File: config.mk
export PLATFORM = sky130hd
export DESIGN_NAME = binary_min_heap_queue
export DESIGN_NICKNAME = d
export VERILOG_FILES = /design/src/bmhq_pkg.sv /design/src/binary_min_heap_queue.sv
export SDC_FILE = /design/constraint.sdc
export NUM_CORES = 1
export LEC_CHECK = 0
export ABC_AREA = 1
export BUFFER_PORTS_ARGS = -buffer_cell sky130_fd_sc_hd__buf_4
export CORE_ASPECT_RATIO = 2
export CORE_MARGIN = 5
export CORE_UTILIZATION = 50
export DETAILED_ROUTE_END_ITERATION = 16
export GPL_TIMING_DRIVEN = 1
export PLACE_DENSITY = 0.66
export SLEW_MARGIN = 20
export SYNTH_ARGS = -nofsm -noshare
export SYNTH_HDL_FRONTEND = slang
export SYNTH_SLANG_ARGS = --single-unit
export TNS_END_PERCENT = 100
File: constraint.sdc
create_clock -name clk -period 5.6 [get_ports clk]
set_clock_uncertainty 0.2 [all_clocks]
set_input_delay 0.28 -clock clk [delete_from_list [all_inputs] [get_ports clk]]
set_output_delay 0.28 -clock clk [all_outputs]
set_load 0.01 [all_outputs]
File: src/bmhq_pkg.sv
// Package for the binary min-heap queue: entry layout, status and command codes.
// Used by binary_min_heap_queue; depends on nothing else.
package bmhq_pkg;

  localparam int KEY_W   = 32;
  localparam int TAG_W   = 4;
  localparam int STAT_W  = 2;
  localparam int OCC_W   = 5;
  localparam int SLOTS_D = 16;

  // Commands carried by in_command
  localparam logic CMD_INSERT = 1'b0;
  localparam logic CMD_REMOVE = 1'b1;

  // Result status codes
  typedef enum logic [STAT_W-1:0] {
    ST_OK    = 2'd0,
    ST_EMPTY = 2'd1,
    ST_FULL  = 2'd2
  } status_t;

  // One heap entry: signed key with its source list tag
  typedef struct packed {
    logic signed [KEY_W-1:0] key;
    logic [TAG_W-1:0]        tag;
  } entry_t;

endpackage

File: src/binary_min_heap_queue.sv
// Binary min-heap priority queue of (signed key, list tag) entries, held in one
// synchronous memory with a registered read port. Depends on bmhq_pkg.
//
//   channel | ports                                        | direction
//   --------+----------------------------------------------+----------
//   in      | in_valid, in_ready, in_command, in_value,    | to block
//           | in_list_tag                                  |
//   out     | out_valid, out_ready, out_status,            | from block
//           | out_min_value, out_min_tag, out_occupancy    |
//
// One word at a time. An insert climbs from the new last slot, reading each parent
// in turn; a remove reads the root, then the last entry, and descends, reading
// the children one after the other through the one read port.
// A refused word (full on insert, empty on remove) finishes sooner.
// Reset (rst_n low, synchronous) empties the heap; memory contents are left.
// A new word is taken while the last result still waits in the output register.
module binary_min_heap_queue #(
  parameter int SLOTS = bmhq_pkg::SLOTS_D
) (
  input  logic                                clk,
  input  logic                                rst_n,
  input  logic                                in_valid,
  output logic                                in_ready,
  input  logic                                in_command,
  input  logic signed [bmhq_pkg::KEY_W-1:0]   in_value,
  input  logic [bmhq_pkg::TAG_W-1:0]          in_list_tag,
  output logic                                out_valid,
  input  logic                                out_ready,
  output logic [bmhq_pkg::STAT_W-1:0]         out_status,
  output logic signed [bmhq_pkg::KEY_W-1:0]   out_min_value,
  output logic [bmhq_pkg::TAG_W-1:0]          out_min_tag,
  output logic [bmhq_pkg::OCC_W-1:0]          out_occupancy
);

  import bmhq_pkg::*;

  localparam int IW = (SLOTS > 1) ? $clog2(SLOTS) : 1;
  localparam int CW = $clog2(SLOTS + 1);
  localparam int XW = IW + 2;

  typedef enum logic [2:0] {
    S_IDLE, S_UP, S_UP_CMP, S_RM_TOP, S_RM_LAST, S_DN, S_DN_L, S_DN_R
  } state_t;

  // Extra state value kept apart so DONE can be tested by name
  typedef enum logic {
    D_NO, D_YES
  } done_t;

  state_t          state_r, state_nxt;
  done_t           done_r, done_nxt;
  logic [CW-1:0]   count_r, count_nxt;
  logic [IW-1:0]   pos_r, pos_nxt;
  entry_t          cur_r, cur_nxt;
  entry_t          top_r, top_nxt;
  entry_t          best_r, best_nxt;
  logic            pick_r, pick_nxt;
  status_t         status_r, status_nxt;

  logic                     out_valid_r, out_valid_nxt;
  status_t                  out_status_r, out_status_nxt;
  entry_t                   out_ent_r, out_ent_nxt;
  logic [OCC_W-1:0]         out_occ_r, out_occ_nxt;

  // Heap memory and its ports
  entry_t          heap_mem [SLOTS];
  entry_t          mem_rd_r;
  logic            mem_we, mem_re;
  logic [IW-1:0]   mem_wa, mem_ra;
  entry_t          mem_wd;

  // Index arithmetic for the current hole
  logic [XW-1:0]   left_x, right_x, count_x;
  logic [IW-1:0]   parent_idx, left_idx, right_idx;
  logic            in_acc;

  assign left_x     = XW'({pos_r, 1'b1});
  assign right_x    = left_x + XW'(1);
  assign count_x    = XW'(count_r);
  assign left_idx   = left_x[IW-1:0];
  assign right_idx  = right_x[IW-1:0];
  assign parent_idx = IW'((pos_r - IW'(1)) >> 1);
  assign in_acc     = in_valid && in_ready;

  assign in_ready      = (state_r == S_IDLE) && (done_r == D_NO);
  assign out_valid     = out_valid_r;
  assign out_status    = out_status_r;
  assign out_min_value = out_ent_r.key;
  assign out_min_tag   = out_ent_r.tag;
  assign out_occupancy = out_occ_r;

  // Sequence one insert or remove through the memory
  always_comb begin
    state_nxt      = state_r;
    done_nxt       = done_r;
    count_nxt      = count_r;
    pos_nxt        = pos_r;
    cur_nxt        = cur_r;
    top_nxt        = top_r;
    best_nxt       = best_r;
    pick_nxt       = pick_r;
    status_nxt     = status_r;
    out_valid_nxt  = out_valid_r && !out_ready;
    out_status_nxt = out_status_r;
    out_ent_nxt    = out_ent_r;
    out_occ_nxt    = out_occ_r;
    mem_we         = 1'b0;
    mem_wa         = pos_r;
    mem_wd         = cur_r;
    mem_re         = 1'b0;
    mem_ra         = '0;

    case (state_r)
      S_IDLE: begin
        if (in_acc) begin
          top_nxt    = '0;
          status_nxt = ST_OK;
          if (in_command == CMD_INSERT) begin
            if (count_r == CW'(SLOTS)) begin
              status_nxt = ST_FULL;
              done_nxt   = D_YES;
            end else begin
              cur_nxt.key = in_value;
              cur_nxt.tag = in_list_tag;
              pos_nxt     = count_r[IW-1:0];
              count_nxt   = count_r + CW'(1);
              state_nxt   = S_UP;
            end
          end else begin
            if (count_r == '0) begin
              status_nxt = ST_EMPTY;
              done_nxt   = D_YES;
            end else begin
              mem_re    = 1'b1;
              mem_ra    = '0;
              count_nxt = count_r - CW'(1);
              state_nxt = S_RM_TOP;
            end
          end
        end
      end
      // Climb: fetch the parent, or settle at the root
      S_UP: begin
        if (pos_r == '0) begin
          mem_we    = 1'b1;
          state_nxt = S_IDLE;
          done_nxt  = D_YES;
        end else begin
          mem_re    = 1'b1;
          mem_ra    = parent_idx;
          state_nxt = S_UP_CMP;
        end
      end
      S_UP_CMP: begin
        mem_we = 1'b1;
        if (cur_r.key < mem_rd_r.key) begin
          mem_wd    = mem_rd_r;
          pos_nxt   = parent_idx;
          state_nxt = S_UP;
        end else begin
          state_nxt = S_IDLE;
          done_nxt  = D_YES;
        end
      end
      // Capture the root, then fetch the last entry unless the heap is now empty
      S_RM_TOP: begin
        top_nxt = mem_rd_r;
        if (count_r == '0) begin
          state_nxt = S_IDLE;
          done_nxt  = D_YES;
        end else begin
          mem_re    = 1'b1;
          mem_ra    = count_r[IW-1:0];
          state_nxt = S_RM_LAST;
        end
      end
      S_RM_LAST: begin
        cur_nxt   = mem_rd_r;
        pos_nxt   = '0;
        state_nxt = S_DN;
      end
      // Descend: fetch the left child, or settle at a leaf
      S_DN: begin
        if (left_x >= count_x) begin
          mem_we    = 1'b1;
          state_nxt = S_IDLE;
          done_nxt  = D_YES;
        end else begin
          mem_re    = 1'b1;
          mem_ra    = left_idx;
          state_nxt = S_DN_L;
        end
      end
      S_DN_L: begin
        pick_nxt = (mem_rd_r.key < cur_r.key);
        best_nxt = pick_nxt ? mem_rd_r : cur_r;
        if (right_x < count_x) begin
          mem_re    = 1'b1;
          mem_ra    = right_idx;
          state_nxt = S_DN_R;
        end else begin
          mem_we = 1'b1;
          if (pick_nxt) begin
            mem_wd    = mem_rd_r;
            pos_nxt   = left_idx;
            state_nxt = S_DN;
          end else begin
            state_nxt = S_IDLE;
            done_nxt  = D_YES;
          end
        end
      end
      S_DN_R: begin
        mem_we = 1'b1;
        if (mem_rd_r.key < best_r.key) begin
          mem_wd    = mem_rd_r;
          pos_nxt   = right_idx;
          state_nxt = S_DN;
        end else if (pick_r) begin
          mem_wd    = best_r;
          pos_nxt   = left_idx;
          state_nxt = S_DN;
        end else begin
          state_nxt = S_IDLE;
          done_nxt  = D_YES;
        end
      end
      default: begin
        state_nxt = S_IDLE;
      end
    endcase

    // Hand the finished word to the output register once it is free
    if (done_r == D_YES && (!out_valid_r || out_ready)) begin
      out_valid_nxt  = 1'b1;
      out_status_nxt = status_r;
      out_ent_nxt    = top_r;
      out_occ_nxt    = OCC_W'(count_r);
      done_nxt       = D_NO;
    end
  end

  // Hold state and registered outputs
  always_ff @(posedge clk) begin
    if (!rst_n) begin
      state_r     <= S_IDLE;
      done_r      <= D_NO;
      count_r     <= '0;
      out_valid_r <= 1'b0;
    end else begin
      state_r     <= state_nxt;
      done_r      <= done_nxt;
      count_r     <= count_nxt;
      out_valid_r <= out_valid_nxt;
    end
    pos_r        <= pos_nxt;
    cur_r        <= cur_nxt;
    top_r        <= top_nxt;
    best_r       <= best_nxt;
    pick_r       <= pick_nxt;
    status_r     <= status_nxt;
    out_status_r <= out_status_nxt;
    out_ent_r    <= out_ent_nxt;
    out_occ_r    <= out_occ_nxt;
  end

  // Heap memory: one write port, one registered read port
  always_ff @(posedge clk) begin
    if (mem_we) begin
      heap_mem[mem_wa] <= mem_wd;
    end
    if (mem_re) begin
      mem_rd_r <= heap_mem[mem_ra];
    end
  end

`ifndef NO_ASSERTIONS
  a_count_bound : assert property (@(posedge clk) disable iff (!rst_n)
    count_r <= CW'(SLOTS))
    else $error("entry count above capacity");

  a_no_rw_clash : assert property (@(posedge clk) disable iff (!rst_n)
    (mem_we && mem_re) |-> (mem_wa != mem_ra))
    else $error("read and write of one entry in the same cycle");

  a_count_only_on_accept : assert property (@(posedge clk) disable iff (!rst_n)
    !in_acc |=> $stable(count_r))
    else $error("entry count moved without an accepted word");

  a_zero_min_unless_ok : assert property (@(posedge clk) disable iff (!rst_n)
    (out_valid && out_status != ST_OK) |-> (out_min_value == '0 && out_min_tag == '0))
    else $error("error result carries a nonzero entry");
`endif

endmodule
==> summary.txt <==
Power
  • Clk pwr share: 20.7%
  • Combinational share of power: 40.4%
  • Internal: 0.01379 W
  • P_leak: 15.22 nW
  • Pwr dens: 582.2 nW/um^2
  • Flop pwr share: 38.9%
  • Net Sw Power: 0.009734 W
  • Switch share: 41.38%
  • Maximum vdd drop: 0.0006246 V

Worst hold path
  • Hold path start: top_r[12]$_SDFFCE_PN0P_
  • Hold WC Path Type: reg -> reg
  • Hold EP: out_min_value[8]$_DFFE_PP_
  • Hold Path Depth: 0

Setup path
  • R2R Setup Slk: 0.98 ns
  • Origin of the critical flop-to-flop path: mem_rd_r[35]$_DFFE_PP_
  • Critical Path Source Type: register
  • Critical Path RT: 5.47 ns
  • Max FO, Critical Path: 26
  • Setup crit end kind: register
  • RR Endpoint: heap_mem[11][3]$_DFFE_PP_
  • Critical path class: reg -> reg
  • R2r worst-path depth: 12
  • Worst setup startpoint: mem_rd_r[35]$_DFFE_PP_
  • WP data arrival: 4.49 ns

Timing
  • Maximum clock rate: 216.4 MHz
  • Final hold violations: 0
  • Fin crit period: 4.621 ns
  • Setup TNS: 0 ns
  • Hold slack: 0.2072 ns
  • Worst-margin pin slew: 1.011 ns
  • Max Slew Vio Count: 0
  • Slew HR: 32.57%
  • Fin crit share: 82.53%
  • Final Setup Violations: 0
  • RSZ-0062 raised after global routing: false

Yosys
  • Top area cells in the synthesized netlist: edfxtp_1 (64%), nand3_1 (9.7%), nand2_1 (7.5%), ha_1 (2.7%), a21oi_1 (2.6%)
  • Share of the synthesized area in the top cell type: 63.80%
  • Ys Warns: 0
  • Top FF cell, synth: edfxtp_1
  • Distinct cell type count of the synthesized netlist: 46
  • Most common cell in the netlist: edfxtp_1
  • Syn nets: 3597
  • Post-synthesis sequential area ratio: 64.35%
  • List of most frequent post-synthesis cells: edfxtp_1 (770), nand2_1 (722), nand3_1 (704), nor2_1 (242), a21oi_1 (186)
  • Syn Inst Count: 3476
  • Number of synthesized flops with an enable pin: 770
  • Cell area after synthesis: 36240 um^2
  • Ys async rst share: 0%
  • Synth area leader: edfxtp_1
  • Yosys reg bits: 780
  • Synthesized area per cell: 10.43 um^2

CTS
  • Clock transition at path regs: 0.07 ns
  • Htree depth: 3
  • Worst skew pair latency: 0.64 ns
  • Clock root buffer: clkbuf_16
  • Post-CTS Setup Repair Bufs: 0
  • TritonCTS clock tree: built
  • Clk sink count: 780
  • PostCTS Resize Cnt: 0
  • Number of CTS-inserted buffers: 67
  • Clock tree buffer depth: 3

Detailed routing
  • DR pass1 iterations: 6
  • Final wirelength: 106300 um
  • Drt first-iter violations: 2608
  • Routed Antenna Nets: 0
  • Via count: 27410
  • Vias/cell: 6.118
  • # DRC: 0
  • WL/cell: 23.72 um

Floorplan
  • Initial Utilization: 50.46%
  • Ports: 86
  • Die area: 78300 um^2
  • Die height: 390.7 um
  • Core Rows: 139
  • DIE WIDTH: 200.4 um
  • Core area: 71830 um^2

Finish
  • Share of layout cells above drive strength 1: 8.668%
  • # diodes: 0
  • Area grow syn2layout: 11.48%
  • Filler instances: 6021
  • Final #Nets: 3632

Global routing
  • Tot GR Track Use: 26.73%
  • GRT overflow: 0
  • Largest net degree at the start of global routing: 159
  • Antenna violations before repair: 1
  • Vias in the first global route: 27120
  • First-pass GRT wire length: 162000 um

Place
  • Hpwl dp: 59630 um
  • Gpl congestion: 0.9394
  • Port Buffer Count: 85

Flow run
  • Max-cap violations: 0

Outcome
  • Status: completed
## state kept, by name, indices dropped and copies added, names as in the netlist, 2 cells and up
name,cells
state_r,3
status_r,2
top_r,36
out_status,2
best_r,36
mem_rd_r,36
count_r,5
mem_wa,4
heap_mem,576
out_occupancy,5
out_min_tag,4
out_min_value,32
cur_r,36
## worst max path at each step
| stage | end | slack (ns) | cells after the start |
|---|---|---|---|
| 2_1_floorplan | cur_r[0]$_DFFE_PP_ | 0.86 | 9 |
| 3_3_place_gp | heap_mem[6][3]$_DFFE_PP_ | 1.11 | 15 |
| 3_5_place_dp | heap_mem[13][31]$_DFFE_PP_ | 1.05 | 14 |
| 4_1_cts | heap_mem[4][3]$_DFFE_PP_ | 1.04 | 15 |
| 5_1_grt | heap_mem[8][3]$_DFFE_PP_ | 0.82 | 12 |
| 6_report | heap_mem[11][3]$_DFFE_PP_ | 0.98 | 12 |
## layer usage
layer | track usage (%) | up-vias | wire [um]
met2 | 47.47 | 1404 | 54230
met4 | 13.28 | 0 | 5058
met5 | 0 | - | 0
met1 | 32.07 | 13300 | 38770
met3 | 3.618 | 336 | 8235
li1 | - | 12380 | -
## logic make-up (layout without fill, tap and decap cells)
| family | after synthesis | after routing | share of synthesized area (%) |
|---|---|---|---|
| compound gates | 443 | 443 | 6.301 |
| xor+xnor | 7 | 7 | 0.1692 |
| fa+ha+maj | 80 | 80 | 2.783 |
| buf+inv | 401 | 490 | 4.923 |
| flops | 780 | 780 | 64.35 |
| simple gates | 1765 | 1765 | 21.47 |
## worst max-delay path, stage by stage, from the launching register on
cell	delay [ns]
edfxtp_1	0.52
ha_1	0.44
nand2_1	0.12
nor3_1	0.28
and3_1	0.37
nand2_1	0.18
nand2_1	0.12
nand2_1	0.43
buf_12	0.36
nand3_1	0.10
nand3_1	0.11
nand3_1	0.09
nand4_1	0.71
## per-stage QoR
step,power [W],area [um^2],instances,setup slack (ns),utilization (%)
detailed placement,0.01856,37740,4317,1.047,52.54
global route,0.02481,40400,4481,0.8233,56.25
global placement,0.01843,37740,4317,1.114,52.54
finish,0.02352,40400,4481,0.9786,56.25
floorplan,0.01519,36240,3476,0.8629,-
CTS,0.02342,40400,4481,1.036,56.25
## cell usage in the layout, fill, tap and decap left out, types with 3 or more instances in the layout
cell type,netlist,routed
nor3_1,3,3
nand3_2,1,4
xor2_1,6,6
inv_2,9,10
nand3_1,704,700
ha_1,79,79
edfxtp_1,770,770
clkinv_1,3,12
clkinvlp_4,0,3
bufinv_16,0,8
nand2_2,1,3
nand2_1,722,720
nor2_4,0,21
nor2_1,242,221
nand4_1,79,79
clkbuf_1,93,15
o21a_1,5,4
o211ai_1,3,3
buf_4,18,147
o21ai_0,160,160
o21ai_1,77,77
clkinv_8,0,3
clkbuf_16,0,70
clkinv_2,0,9
a21oi_1,186,186
clkinv_4,0,3
buf_12,0,9
inv_1,157,157
dfxtp_1,10,10
nor2_2,4,4
dlygate4sd3_1,0,41
## power groups by stage
stage	clock network (W)	registers (W)	logic, W
global placement	0	0.00924	0.00919
global route	0.00514	0.00921	0.0105
floorplan	0	0.00897	0.00621
CTS	0.00492	0.00913	0.00937
finish	0.00486	0.00915	0.00951
detailed placement	0	0.00924	0.00931
## repair_timing
action / 4_1_cts / 5_1_grt
endpoints found under the setup margin: 0 / 0
hold buffers: 41 / 0
hold endpoints to repair: 50 / 0
## area by class of cell
| type | instances | area, um^2 | area share [%] |
|---|---|---|---|
| clock inverters | 37 | 429.2 | 1.062 |
| multi-input cells | 2295 | 11350 | 28.09 |
| well taps | 916 | 1146 | 2.837 |
| flip-flops and latches | 780 | 23320 | 57.73 |
| inverters | 170 | 640.6 | 1.586 |
| repair buffers | 197 | 1694 | 4.193 |
| clock buffers | 86 | 1822 | 4.509 |
No activity file was read; power rests on OpenSTA's default activity.
